[config.mk]
export PLATFORM = sky130hd
export DESIGN_NAME = fan_tach_rpm_meter
export DESIGN_NICKNAME = d
export VERILOG_FILES = /design/src/hdl/ftrm_pkg.sv /design/src/hdl/fan_tach_rpm_meter.sv /design/src/hdl/ftrm_ctrl.sv /design/src/hdl/ftrm_dp.sv
export SDC_FILE = /design/constraint.sdc
export NUM_CORES = 1
export LEC_CHECK = 0
export BUFFER_PORTS_ARGS = -buffer_cell sky130_fd_sc_hd__clkbuf_2
export CORE_ASPECT_RATIO = 0.6
export CORE_MARGIN = 1
export CORE_UTILIZATION = 30
export CTS_CLUSTER_SIZE = 25
export DETAILED_ROUTE_END_ITERATION = 7
export PLACE_DENSITY = 0.41
export SYNTH_ARGS = -nofsm -noshare
export SYNTH_HDL_FRONTEND = slang
export SYNTH_SLANG_ARGS = --single-unit
[constraint.sdc]
create_clock -name clk -period 20.3 [get_ports clk]
set_input_delay 4.06 -clock clk [delete_from_list [all_inputs] [get_ports clk]]
set_output_delay 4.06 -clock clk [all_outputs]
set_load 0.02 [all_outputs]
[src/hdl/ftrm_pkg.sv]
package ftrm_pkg;

	localparam int N_CH     = 4;
	localparam int CH_W     = $clog2(N_CH);
	localparam int CNT_W    = 16;
	localparam int ELAP_W   = 17;
	localparam int PPR_W    = 8;
	localparam int WIN_W    = 16;
	localparam int CFG_W    = 16;
	localparam int IDX_W    = 3;
	localparam int PROD_W   = 32;
	localparam int DEN_W    = PPR_W + ELAP_W;
	localparam int STEP_W   = $clog2(PROD_W);

	localparam logic [CNT_W-1:0]  CNT_MAX  = '1;
	localparam logic [ELAP_W-1:0] ELAP_MAX = '1;
	localparam logic [15:0]       MS_PER_MIN = 16'd60000;

	localparam logic [WIN_W-1:0] WINDOW_RST = 16'd1000;
	localparam logic [PPR_W-1:0] PPR_RST    = 8'd2;
	localparam logic [N_CH-1:0]  ENABLE_RST = '1;

	localparam logic [IDX_W-1:0] REG_WINDOW = 3'd0;
	localparam logic [IDX_W-1:0] REG_PPR0   = 3'd1;
	localparam logic [IDX_W-1:0] REG_PPR1   = 3'd2;
	localparam logic [IDX_W-1:0] REG_PPR2   = 3'd3;
	localparam logic [IDX_W-1:0] REG_PPR3   = 3'd4;
	localparam logic [IDX_W-1:0] REG_ENABLE = 3'd5;

	typedef enum logic [2:0] {
		S_IDLE,
		S_MUL,
		S_DIV,
		S_STORE,
		S_OUT
	} state_t;

	typedef struct packed {
		logic            accept;
		logic            mul;
		logic            div;
		logic            store;
		logic            load;
		logic [CH_W-1:0] ch;
	} cmd_t;

	typedef struct packed {
		logic close;
		logic out_free;
	} stat_t;

endpackage

[src/hdl/fan_tach_rpm_meter.sv]
// Four-channel fan tachometer.
// Input channel (in_valid / in_stall): one transaction per pin sample, carrying
// the four tach levels and a millisecond tick. Falling edges on enabled
// channels are counted; ticks advance the elapsed count.
// Output channel (out_valid / out_stall): one transaction each time the
// elapsed count passes window_ms, with rpm per channel, the interval and a
// saturation mask. Counts and elapsed clear when the result is loaded.
// Processing: a sample that closes no window is taken without stalling. A closing
// sample starts four rounds of a multiply step, 32 divider steps and a store
// step through a single shared restoring divider, and the result is loaded
// once the output register is free; in_stall stays high meanwhile.
// A result waiting on a stalled receiver does not block input: samples keep
// being taken, and only a second window close waits for the output register.
// Configuration: cfg_we with cfg_index and cfg_data, written while idle.
// Reset (arst_n low): window 1000 ms, 2 pulses per revolution, all channels
// enabled, counts, elapsed and previous levels zero, no result pending.
module fan_tach_rpm_meter (
	input  logic                        clk,
	input  logic                        arst_n,
	input  logic                        cfg_we,
	input  logic [ftrm_pkg::IDX_W-1:0]  cfg_index,
	input  logic [ftrm_pkg::CFG_W-1:0]  cfg_data,
	input  logic                        in_valid,
	output logic                        in_stall,
	input  logic [ftrm_pkg::N_CH-1:0]   tach_levels,
	input  logic                        ms_tick,
	output logic                        out_valid,
	input  logic                        out_stall,
	output logic [15:0]                 rpm_ch0,
	output logic [15:0]                 rpm_ch1,
	output logic [15:0]                 rpm_ch2,
	output logic [15:0]                 rpm_ch3,
	output logic [ftrm_pkg::ELAP_W-1:0] interval_ms,
	output logic [ftrm_pkg::N_CH-1:0]   saturated_mask
);
	import ftrm_pkg::*;

	cmd_t  cmd;
	stat_t stat;

	ftrm_ctrl u_ctrl (
		.clk      (clk),
		.arst_n   (arst_n),
		.in_valid (in_valid),
		.in_stall (in_stall),
		.stat     (stat),
		.cmd      (cmd)
	);

	ftrm_dp u_dp (
		.clk            (clk),
		.arst_n         (arst_n),
		.cfg_we         (cfg_we),
		.cfg_index      (cfg_index),
		.cfg_data       (cfg_data),
		.tach_levels    (tach_levels),
		.ms_tick        (ms_tick),
		.cmd            (cmd),
		.stat           (stat),
		.out_valid      (out_valid),
		.out_stall      (out_stall),
		.rpm_ch0        (rpm_ch0),
		.rpm_ch1        (rpm_ch1),
		.rpm_ch2        (rpm_ch2),
		.rpm_ch3        (rpm_ch3),
		.interval_ms    (interval_ms),
		.saturated_mask (saturated_mask)
	);

endmodule

[src/hdl/ftrm_ctrl.sv]
module ftrm_ctrl (
	input  logic            clk,
	input  logic            arst_n,
	input  logic            in_valid,
	output logic            in_stall,
	input  ftrm_pkg::stat_t stat,
	output ftrm_pkg::cmd_t  cmd
);
	import ftrm_pkg::*;

	state_t            state_q, state_d;
	logic [STEP_W-1:0] step_q;
	logic [CH_W-1:0]   ch_q;

	localparam logic [STEP_W-1:0] STEP_LAST = STEP_W'(PROD_W - 1);
	localparam logic [CH_W-1:0]   CH_LAST   = CH_W'(N_CH - 1);

	always_comb begin
		state_d = state_q;
		unique case (state_q)
			S_IDLE: begin
				if (in_valid && stat.close)
					state_d = S_MUL;
			end
			S_MUL: state_d = S_DIV;
			S_DIV: begin
				if (step_q == STEP_LAST)
					state_d = S_STORE;
			end
			S_STORE: state_d = (ch_q == CH_LAST) ? S_OUT : S_MUL;
			S_OUT: begin
				if (stat.out_free)
					state_d = S_IDLE;
			end
			default: state_d = S_IDLE;
		endcase
	end

	always_comb begin
		cmd = '0;
		cmd.ch = ch_q;
		in_stall = 1'b1;
		unique case (state_q)
			S_IDLE: begin
				in_stall = 1'b0;
				cmd.accept = in_valid;
			end
			S_MUL:   cmd.mul = 1'b1;
			S_DIV:   cmd.div = 1'b1;
			S_STORE: cmd.store = 1'b1;
			S_OUT:   cmd.load = stat.out_free;
			default: in_stall = 1'b1;
		endcase
	end

	always_ff @(posedge clk or negedge arst_n) begin
		if (!arst_n) begin
			state_q <= S_IDLE;
			step_q  <= '0;
			ch_q    <= '0;
		end else begin
			state_q <= state_d;
			if (state_q == S_IDLE)
				ch_q <= '0;
			else if (state_q == S_STORE)
				ch_q <= ch_q + 1'b1;
			if (state_q == S_DIV)
				step_q <= step_q + 1'b1;
			else
				step_q <= '0;
		end
	end

endmodule

[src/hdl/ftrm_dp.sv]
module ftrm_dp (
	input  logic                              clk,
	input  logic                              arst_n,
	input  logic                              cfg_we,
	input  logic [ftrm_pkg::IDX_W-1:0]        cfg_index,
	input  logic [ftrm_pkg::CFG_W-1:0]        cfg_data,
	input  logic [ftrm_pkg::N_CH-1:0]         tach_levels,
	input  logic                              ms_tick,
	input  ftrm_pkg::cmd_t                    cmd,
	output ftrm_pkg::stat_t                   stat,
	output logic                              out_valid,
	input  logic                              out_stall,
	output logic [15:0]                       rpm_ch0,
	output logic [15:0]                       rpm_ch1,
	output logic [15:0]                       rpm_ch2,
	output logic [15:0]                       rpm_ch3,
	output logic [ftrm_pkg::ELAP_W-1:0]       interval_ms,
	output logic [ftrm_pkg::N_CH-1:0]         saturated_mask
);
	import ftrm_pkg::*;

	logic [WIN_W-1:0]  window_q;
	logic [PPR_W-1:0]  ppr_q [N_CH];
	logic [N_CH-1:0]   enable_q;

	logic [N_CH-1:0]   prev_q;
	logic [CNT_W-1:0]  cnt_q [N_CH];
	logic [CNT_W-1:0]  cnt_d [N_CH];
	logic [ELAP_W-1:0] elap_q, elap_d;
	logic [N_CH-1:0]   fall;

	logic [PROD_W-1:0] quo_q;
	logic [DEN_W-1:0]  den_q;
	logic [DEN_W-1:0]  rem_q;
	logic [DEN_W:0]    rem_sh;
	logic              ge;
	logic [PPR_W-1:0]  ppr_eff;

	logic [15:0]       rpm_q [N_CH];
	logic [N_CH-1:0]   mask_q;
	logic [15:0]       rpm_val;
	logic              over;
	logic              out_valid_q;
	logic [ELAP_W-1:0] interval_q;
	logic [N_CH-1:0]   sat_out_q;
	logic [15:0]       rpm_out_q [N_CH];
	logic [1:0]        ppr_sel;

	assign fall = prev_q & ~tach_levels & enable_q;

	always_comb begin
		for (int i = 0; i < N_CH; i++) begin
			cnt_d[i] = cnt_q[i];
			if (fall[i] && cnt_q[i] != CNT_MAX)
				cnt_d[i] = cnt_q[i] + 1'b1;
		end
		elap_d = elap_q;
		if (ms_tick && elap_q != ELAP_MAX)
			elap_d = elap_q + 1'b1;
	end

	assign stat.close    = elap_d > {1'b0, window_q};
	assign stat.out_free = !out_valid_q || !out_stall;

	assign ppr_sel = 2'(cfg_index - REG_PPR0);

	always_ff @(posedge clk or negedge arst_n) begin
		if (!arst_n) begin
			window_q <= WINDOW_RST;
			enable_q <= ENABLE_RST;
			for (int i = 0; i < N_CH; i++)
				ppr_q[i] <= PPR_RST;
		end else if (cfg_we) begin
			unique case (cfg_index) inside
				REG_WINDOW: window_q <= cfg_data[WIN_W-1:0];
				REG_PPR0, REG_PPR1, REG_PPR2, REG_PPR3:
					ppr_q[ppr_sel] <= cfg_data[PPR_W-1:0];
				REG_ENABLE: enable_q <= cfg_data[N_CH-1:0];
				default: ;
			endcase
		end
	end

	// Counts and elapsed hold through the computation and clear on output load.
	always_ff @(posedge clk or negedge arst_n) begin
		if (!arst_n) begin
			prev_q <= '0;
			elap_q <= '0;
			for (int i = 0; i < N_CH; i++)
				cnt_q[i] <= '0;
		end else if (cmd.accept) begin
			prev_q <= tach_levels;
			elap_q <= elap_d;
			for (int i = 0; i < N_CH; i++)
				cnt_q[i] <= cnt_d[i];
		end else if (cmd.load) begin
			elap_q <= '0;
			for (int i = 0; i < N_CH; i++)
				cnt_q[i] <= '0;
		end
	end

	// rpm = count*60000 / (ppr*elapsed): one restoring divide per channel.
	assign ppr_eff = (ppr_q[cmd.ch] == '0) ? PPR_W'(1) : ppr_q[cmd.ch];
	assign rem_sh  = {rem_q, quo_q[PROD_W-1]};
	assign ge      = rem_sh >= {1'b0, den_q};

	always_ff @(posedge clk) begin
		if (cmd.mul) begin
			quo_q <= PROD_W'(cnt_q[cmd.ch] * MS_PER_MIN);
			den_q <= DEN_W'(ppr_eff * elap_q);
			rem_q <= '0;
		end else if (cmd.div) begin
			rem_q <= ge ? DEN_W'(rem_sh - {1'b0, den_q}) : rem_sh[DEN_W-1:0];
			quo_q <= {quo_q[PROD_W-2:0], ge};
		end
	end

	assign over    = |quo_q[PROD_W-1:16];
	assign rpm_val = over ? 16'hFFFF : quo_q[15:0];

	always_ff @(posedge clk) begin
		if (cmd.store) begin
			rpm_q[cmd.ch]  <= enable_q[cmd.ch] ? rpm_val : 16'd0;
			mask_q[cmd.ch] <= enable_q[cmd.ch] && (over || cnt_q[cmd.ch] == CNT_MAX);
		end
	end

	always_ff @(posedge clk or negedge arst_n) begin
		if (!arst_n)
			out_valid_q <= 1'b0;
		else if (cmd.load)
			out_valid_q <= 1'b1;
		else if (!out_stall)
			out_valid_q <= 1'b0;
	end

	always_ff @(posedge clk) begin
		if (cmd.load) begin
			interval_q <= elap_q;
			sat_out_q  <= mask_q;
			for (int i = 0; i < N_CH; i++)
				rpm_out_q[i] <= rpm_q[i];
		end
	end

	assign out_valid      = out_valid_q;
	assign rpm_ch0        = rpm_out_q[0];
	assign rpm_ch1        = rpm_out_q[1];
	assign rpm_ch2        = rpm_out_q[2];
	assign rpm_ch3        = rpm_out_q[3];
	assign interval_ms    = interval_q;
	assign saturated_mask = sat_out_q;

endmodule
==> results by group, run 1 <==
Synthesis
  • Synth warn: 0
  • Ys async rst share: 38.6%
  • Mux cell area share after synthesis: 4.84%
  • Post-synthesis cell type count: 74
  • Main synth FF type: edfxtp_1
  • Yosys top cell area share: approximately 25%
  • Post-Syn Area: 24300 um^2
  • Adder-cell share of the synthesized area: 21.5%
  • Avg Inst Size Synth: 11.3 um^2
  • Post-Synth Simple-Gate Area: 12.2%
  • Post-synthesis compound-gate area fraction: 9.38%
  • Largest family of logic cells by synthesized area: adder cells
  • XOR/XNOR Fraction of Synth Area: under 10%
  • Largest area contributor in the netlist: edfxtp_1
  • Post-synth EDFFs: 205
  • Seq/Total Area, Yosys: 43.1%
  • Yosys reg bits: between 300 and 400
  • Synth top area cells: edfxtp_1 25%, dfrtp_1 14%, fa_1 13%
  • Mapped Cells: between 2k and 2.5k
  • Synthesized net count: between 2k and 3k

Drt
  • Final WL: 61000 um
  • DRC Markers: 4
  • Initial DRT Pass Iterations: 8
  • Via-to-Cell Ratio: 4.78
  • Detailed Route Iter0 Violations: 975
  • ANT nets after route: 0
  • Via count: 16.1k
  • DR WL/cell: 18.2 um

Timing
  • RSZ-0062 raised after global routing: false
  • Fmax achieved: around 0.15 GHz
  • Max-slew headroom: 20.6%
  • Final setup viols: 0
  • Final Max Tran Viols: 0
  • Slew @ Worst Pin: approximately 1.2 ns
  • Setup TNS: 0 ns
  • Skew final: approximately 0.029 ns
  • Final hold viol count: 0
  • Tmin final: a little under 7 ns
  • Fin crit share: 33.2%

Worst setup path
  • Depth of the most critical reg-to-reg path: 18
  • CP required: 20.75 ns
  • CP cell instances: clkbuf_2, nor2b_1, and3_1, nand4_1, nor2_1, nand3_1, xnor2_1, ha_1, nand3_1, nor3_1, nand3_1, a32oi_1, nor3_1
  • Most frequent cell on the critical path: nand3_1
  • CP arrival: 7.19 ns
  • Reg2reg start: u_ctrl.ch_q[0]
  • CP Class: primary input to flip-flop
  • Setup crit end: u_ctrl.state_q[0]
  • Critical path's slowest cell: nor2b_1
  • Worst Setup SP: ms_tick
  • Max FO, Critical Path: 7
  • Crit path largest cell delay: 0.51 ns
  • CP Launch Type: primary input
  • FF-to-FF End: u_dp.den_q[23]
  • Type of destination of the critical path: flip-flop
  • R2R setup slack: 13.67 ns

Floorplan
  • I/O pin count: approximately 120
  • Core box area: between 70000 and 80000 um^2
  • Die W: approximately 370 um
  • Initial Util: 30.4%
  • Site Rows: 80
  • Vert. Die Dim: 223 um
  • Die ar.: 82200 um^2

Clocking
  • # Post-CTS Setup Buffers: 0
  • Post-CTS resize count: 0
  • Clock Sinks: 383
  • Clock Latency Late Sink: 0.60 ns
  • CTS Root Cell: clkbuf_16
  • CTS tree: yes
  • Worst-path clk slew: 0.06 ns
  • Post-CTS Hold Fix Bufs: 0
  • Clk buf depth: 3
  • CTS HTree Levels: 2
  • Cts bufs inserted: 43

Flow run
  • MaxCap Viol Count: 0

Final layout
  • Non-filler cells, final: ~3.4k
  • Final #Nets: 2611
  • Layout area overhead: 13.2%
  • Share of cells above drive strength 1: 13.4%
  • Ant diodes: 0
  • # fillers: 8012

Global route
  • Vias in the first global route: 16.8k
  • Largest net degree at the start of global routing: 85
  • First-pass GRT wire length: 98200 um
  • Gr usage total: 15.3%
  • Initial antenna violation count: 2
  • Overflow after GRT: 0

Status
  • Status: finished with violations
  • Failing checks: design-rule violations

Power
  • Sequential Power Share: 33.7%
  • Comb power frac: 41.7%
  • Clock network power share: roughly 25%
  • VDD IR max: between 60 and 70 uV
  • Leakage: roughly 0.012 uW
  • Internal power: 1970 uW
  • Switch share: 39.3%
  • Power density over the cells: between 100 and 150 nW/um^2
  • Net Switching: 1280 uW

Placement
  • Post-Place Cells: 3276
  • Hpwl dp: 44600 um
  • IO Port Bufs: 115
  • Routability Congestion: 0.812

Worst hold path
  • Tightest Hold Check Type: flip-flop to flip-flop
final cells by class:
class                           instances  area (um^2)  share of cell area, %
Clock buffer                           54         1140                   4.13
Clock inverter                         26          295                   1.07
Inverter                              234          883                   3.21
Multi-Input combinational cell       1462        12700                   46.1
Sequential cell                       383        10500                   38.1
Tap cell                             1066         1330                   4.84
Timing Repair Buffer                  131          702                   2.55
worst min-delay path by stage:
stage,start,to,cells past startpoint
final,u_dp.rpm_q[3][12],u_dp.rpm_out_q[3][12],0
after floorplan,u_dp.rpm_q[0][0],u_dp.rpm_out_q[0][0],0
after detailed placement,u_dp.rpm_q[0][0],u_dp.rpm_out_q[0][0],0
after CTS,u_dp.rpm_q[3][12],u_dp.rpm_out_q[3][12],0
after global placement,u_dp.rpm_q[3][12],u_dp.rpm_out_q[3][12],0
after global routing,u_dp.rpm_q[3][2],u_dp.rpm_out_q[3][2],0
worst max-delay path: cells and delay by family:
kind / cells / cell delay [ns]
and+or+nand+nor: 9 / 2.30
buffers and inverters: 1 / 0.11
adders and majority gates: 1 / 0.29
xor gates and xnor gates: 1 / 0.18
AOI/OAI and AO/OA: 1 / 0.24
state kept, by name (all words and copies together), names as in the netlist, 5 cells and up:
name,flops
u_dp.cnt_q,64
u_dp.rpm_out_q,64
u_dp.rpm_q,64
u_dp.ppr_q,32
u_dp.quo_q,32
u_dp.den_q,25
u_dp.rem_q,25
u_dp.elap_q,17
u_dp.interval_ms,17
u_dp.window_q,16
u_ctrl.step_q,5
placed cells by master, fill, tap and decap left out, types with 39 or more instances in the layout:
master / Yosys / routed
mux2_2: 42 / 42
nor2_1: 98 / 98
xnor2_1: 58 / 58
dfrtp_1: 134 / 133
and2_1: 114 / 114
nand2_1: 170 / 170
clkbuf_16: 0 / 43
o21ai_0: 96 / 96
inv_1: 233 / 232
a21o_1: 39 / 39
clkbuf_2: 0 / 114
a21oi_1: 74 / 73
edfxtp_1: 205 / 205
ha_1: 175 / 175
xor2_1: 57 / 57
fa_1: 152 / 152
layer usage:
| layer | routed length [um] | global-route usage [%] | up-vias |
|---|---|---|---|
| li1 | - | - | 7639 |
| met1 | 32100 | 23.5 | 8050 |
| met2 | 24300 | 21.6 | 300 |
| met3 | 3640 | 3.44 | 64 |
| met4 | 1060 | 3.32 | 0 |
| met5 | 0 | 0 | - |
power groups by stage:
| stage | combinational (uW) | clock [uW] | sequential [uW] |
|---|---|---|---|
| after floorplan | 1020 | 0 | 1060 |
| after global routing | 1560 | 860 | 1110 |
| after detailed placement | 1370 | 0 | 1110 |
| final | 1350 | 800 | 1090 |
| after CTS | 1380 | 829 | 1090 |
| after global placement | 1360 | 0 | 1110 |
cell usage after synthesis (8+ instances only):
master / count
inv_1: 233
edfxtp_1: 205
ha_1: 175
nand2_1: 170
fa_1: 152
dfrtp_1: 134
and2_1: 114
nor2_1: 98
o21ai_0: 96
a21oi_1: 74
xnor2_1: 58
clkbuf_1: 57
xor2_1: 57
mux2_2: 42
a21o_1: 39
nand3_1: 34
nor2b_1: 32
nand4_1: 31
dfxtp_1: 30
o21a_1: 28
mux4_2: 25
and3_1: 20
or3_1: 20
nor3_1: 17
o21ai_1: 17
a22o_1: 16
dfstp_2: 14
mux2i_1: 14
a211oi_1: 11
nand2b_1: 11
o211ai_1: 11
o21bai_1: 10
a31oi_1: 9
nand4b_1: 8
nor4_1: 8
metrics by stage:
step                      hold WS, ns  area, um^2  setup WS, ns  total power, uW  util (%)
after floorplan                 0.400       24300         12.53             2080         -
after global placement          0.400       26100         13.14             2470      32.7
after detailed placement        0.405       26100         13.04             2480      32.7
after CTS                       0.410       27500         13.59             3300      34.5
after global routing            0.422       27500         13.19             3530      34.5
final                           0.416       27500         13.56             3240      34.5
cells by family after synthesis:
logic type / Yosys count
compound gates: 355
mux: 81
xor+xnor: 115
simple gates: 584
fa+ha+maj: 327
buf+inv: 302
flops: 383
(Power assumes the default switching activity.)
==> inputs of run 2 (changes only) <==
Settings changed: ABC_AREA from default to 1, PLACE_DENSITY 0.41 to 0.42.
Clock period 20.3 ns to 5.5 ns, I/O delays scaled along.
==> run 2 against run 1 <==
Net effect:
- critical path type is now flip-flop to flip-flop
- hold slack better by 0.0025 ns
- critical endpoint is now u_dp.den_q[21]
- clock power grew to 3.9 times the previous value
- flip-flop and latch count stayed put
- clock skew is 0.0015 ns lower
- the run now ends clean
==> results by group, run 2 <==
Clocking
  • CTS Root Cell: clkbuf_16
  • Clock Latency Late Sink: 0.60 ns (about the same)
  • Post-CTS Hold Fix Bufs: 0 (unchanged)
  • Clk buf depth: 3 (unchanged)
  • Worst-path clk slew: 0.06 ns (about the same)
  • Clock Sinks: 383 (unchanged)
  • Cts bufs inserted: 42 (-2.3%)
  • CTS tree: yes
  • CTS HTree Levels: 2 (unchanged)

Timing
  • Skew final: 0.0280 ns (-0.00150 ns)
  • Setup TNS: 0 ns (unchanged)
  • Slew @ Worst Pin: 0.923 ns (-0.264 ns)
  • Final setup viols: 0 (unchanged)
  • Final hold viol count: 0 (unchanged)
  • Max-slew headroom: 38.5% (+18 points)
  • Final Max Tran Viols: 0 (unchanged)
  • Fmax achieved: roughly 0.19 GHz
  • Fin crit share: 96.6%
  • RSZ-0062 raised after global routing: true
  • Tmin final: 5.31 ns

Worst setup path
  • Stages on the worst setup path: 23 (+10)
  • CP Class: flip-flop to flip-flop
  • CP arrival: 5.65 ns (-1.54 ns)
  • Max FO, Critical Path: 25 (+18)
  • CP Launch Type: flip-flop
  • Crit path buffers/inverters: 6 (+5)
  • CP cell instances: inv_2, buf_12, nand2_1, nand3_1, nand2_1, buf_12, inv_1, nand2_1, fa_1, fa_1, inv_1, fa_1, fa_1, ha_1, nand2_1, inv_1, a21oi_1, o21ai_0, nand3_1, nand2_1, nand2_1, nand3_1, nand2_1
  • Crit path largest cell delay: 0.58 ns (+0.07 ns)
  • CP required: 5.84 ns (-14.91 ns)
  • Type of destination of the critical path: flip-flop
  • Most frequent cell on the critical path: nand2_1
  • Critical path's slowest cell: fa_1
  • Cell family with most CP delay: adder cells
  • Depth of the most critical reg-to-reg path: 23 (+5)

Drt
  • Final WL: 78000 um (+28%)
  • Via count: 20.3k (+26%)
  • Initial DRT Pass Iterations: 5 (-3)
  • DRC Markers: 0 (-4)
  • DR WL/cell: 18.2 um (+0.24%)
  • Detailed Route Iter0 Violations: 1681 (+72%)
  • ANT nets after route: 0 (unchanged)
  • Via-to-Cell Ratio: 4.73 (-1.0%)

Global route
  • First-pass GRT wire length: 120000 um (+22%)
  • Overflow after GRT: 0 (unchanged)
  • Initial antenna violation count: 2 (unchanged)
  • Largest net degree at the start of global routing: 70 (-18%)
  • Gr usage total: 18.0% (+2.7 points)
  • Vias in the first global route: 19.7k (+17%)

Synthesis
  • Yosys top cell area share: 24.0% (-1.3 points)
  • Synth top area cells: edfxtp_1 24%, dfrtp_1 13%, fa_1 12%
  • Post-synth EDFFs: 205 (unchanged)
  • Post-Syn Area: 25600 um^2 (+5.4%)
  • Post-synthesis cell type count: 58 (-22%)
  • Largest area contributor in the netlist: edfxtp_1
  • Synth warn: 0 (unchanged)
  • Ys async rst share: 38.6% (unchanged)
  • Synthesized net count: 3241 (+29%)
  • Main synth FF type: edfxtp_1
  • Yosys reg bits: 383 (unchanged)
  • Mapped Cells: 2885 (+34%)
  • Synth top cells by count: 594 x nand2_1, 445 x inv_1, 312 x nor2_1
  • Avg Inst Size Synth: 8.88 um^2 (-22%)
  • Top-count cell post-synth: nand2_1
  • Seq/Total Area, Yosys: 40.9% (-2.2 points)

Worst hold path
  • Worst Hold Depth: 0 (unchanged)
  • Tightest Hold Check Type: flip-flop to flip-flop

Placement
  • IO Port Bufs: 115 (unchanged)
  • Hpwl dp: 60600 um (+36%)
  • Routability Congestion: 0.898 (+11%)
  • Placed inst area: 28600 um^2 (+9.5%)
  • Post-Place Cells: 4194 (+28%)

Final layout
  • Ant diodes: 0 (unchanged)
  • # fillers: 8553 (+6.8%)
  • Share of cells above drive strength 1: 14.3% (+0.90 points)
  • Non-filler cells, final: 4279 (+28%)
  • Most frequent cells in the layout: 589 x nand2_1, 437 x inv_1, 291 x nor2_1, 205 x edfxtp_1, 166 x ha_1
  • Regs by FF count: u_dp.cnt_q (64), u_dp.rpm_out_q (64), u_dp.rpm_q (64)
  • Commonest non-fill, non-tap cell in the layout: nand2_1
  • Finished Cell Area: 30400 um^2 (+11%)
  • Final #Nets: 3467 (+33%)
  • Layout area overhead: 18.7%

Flow run
  • MaxCap Viol Count: 0 (unchanged)

Power
  • Power density over the cells: 677 nW/um^2 (+470%)
  • Leakage: 0.0142 uW (+15%)
  • VDD IR max: 851 uV (+1200%)

Floorplan
  • Die W: 379 um (+2.7%)
  • Vert. Die Dim: 228 um (+2.6%)
  • I/O pin count: 116 (unchanged)
  • Core box area: 84000 um^2 (+5.2%)
  • Initial Util: 30.5% (+0.059 points)
  • Site Rows: 82 (+2.5%)
  • Die ar.: 86700 um^2 (+5.4%)

Status
  • Status: complete, no violations
run 2: worst paths after layout:
check / startpoint / to / slack (ns)
max in group asynchronous: arst_n / u_ctrl.ch_q[0] / 3.81
setup / recovery: u_ctrl.ch_q[0] / u_dp.den_q[21] / 0.19
hold / removal: u_dp.rpm_q[3][6] / u_dp.rpm_out_q[3][6] / 0.42
hold reg to reg: u_dp.rpm_q[3][6] / u_dp.rpm_out_q[3][6] / 0.42
min in group asynchronous: arst_n / u_dp.window_q[11] / 0.52
setup reg to reg: u_ctrl.ch_q[0] / u_dp.den_q[21] / 0.19
run 2: per-layer routing:
| metal | vias up | GRT usage (%) | routed length, um | part of all wire [%] |
|---|---|---|---|---|
| met2 | 495 | 22.6 | 28300 | 36 |
| met3 | 49 | 3.18 | 4440 | 5.7 |
| met1 | 9849 | 31.0 | 44500 | 57 |
| met4 | 0 | 2.70 | 767 | 0.98 |
| li1 | 9867 | - | - | - |
| met5 | - | 0 | 0 | 0 |
run 2: area by class of cell:
type / count / area, um^2 / area share [%]
clock buffers: 53 / 1150 / 3.79
clock inverters: 25 / 347 / 1.14
inverters: 459 / 1730 / 5.67
multi-input cells: 1975 / 13500 / 44.3
flip-flops and latches: 383 / 10500 / 34.4
well taps: 1134 / 1420 / 4.66
repair buffers: 250 / 1810 / 5.94
run 2: what timing repair did:
| item | in CTS | in global routing |
|---|---|---|
| endpoints found under the setup margin | 1 | 26 |
| pin swaps | 0 | 17 |
| setup buffers | 0 | 6 |
| cloned | 0 | 1 |
| resized for setup | 0 | 74 |
run 2: stage by stage:
step | utilization (%) | setup WS (ns) | hold slack (ns) | total power (uW)
2_1_floorplan | - | 0.00530 | 0.400 | 11600
3_3_place_gp | 34.0 | -0.0163 | 0.402 | 16100
3_5_place_dp | 34.0 | 0.00873 | 0.405 | 16100
4_1_cts | 35.8 | -0.00972 | 0.415 | 19400
5_1_grt | 36.2 | -0.0521 | 0.421 | 22400
6_report | 36.2 | 0.189 | 0.418 | 20600
run 2: cell families after synthesis:
family / after synthesis / synth area share [%]
fa+ha+maj: 327 / 20.4
flops: 383 / 40.9
compound gates: 386 / 8.54
simple gates: 1179 / 19.3
xor+xnor: 83 / 2.84
buf+inv: 527 / 8.03
run 2: where the power goes:
| part | total (uW) | internal [uW] | leakage (uW) | switching [uW] |
|---|---|---|---|---|
| sequential | 4070 | 3780 | 0.00408 | 288 |
| combinational | 13400 | 5240 | 0.00937 | 8160 |
| clock | 3120 | 1830 | 0.000727 | 1280 |
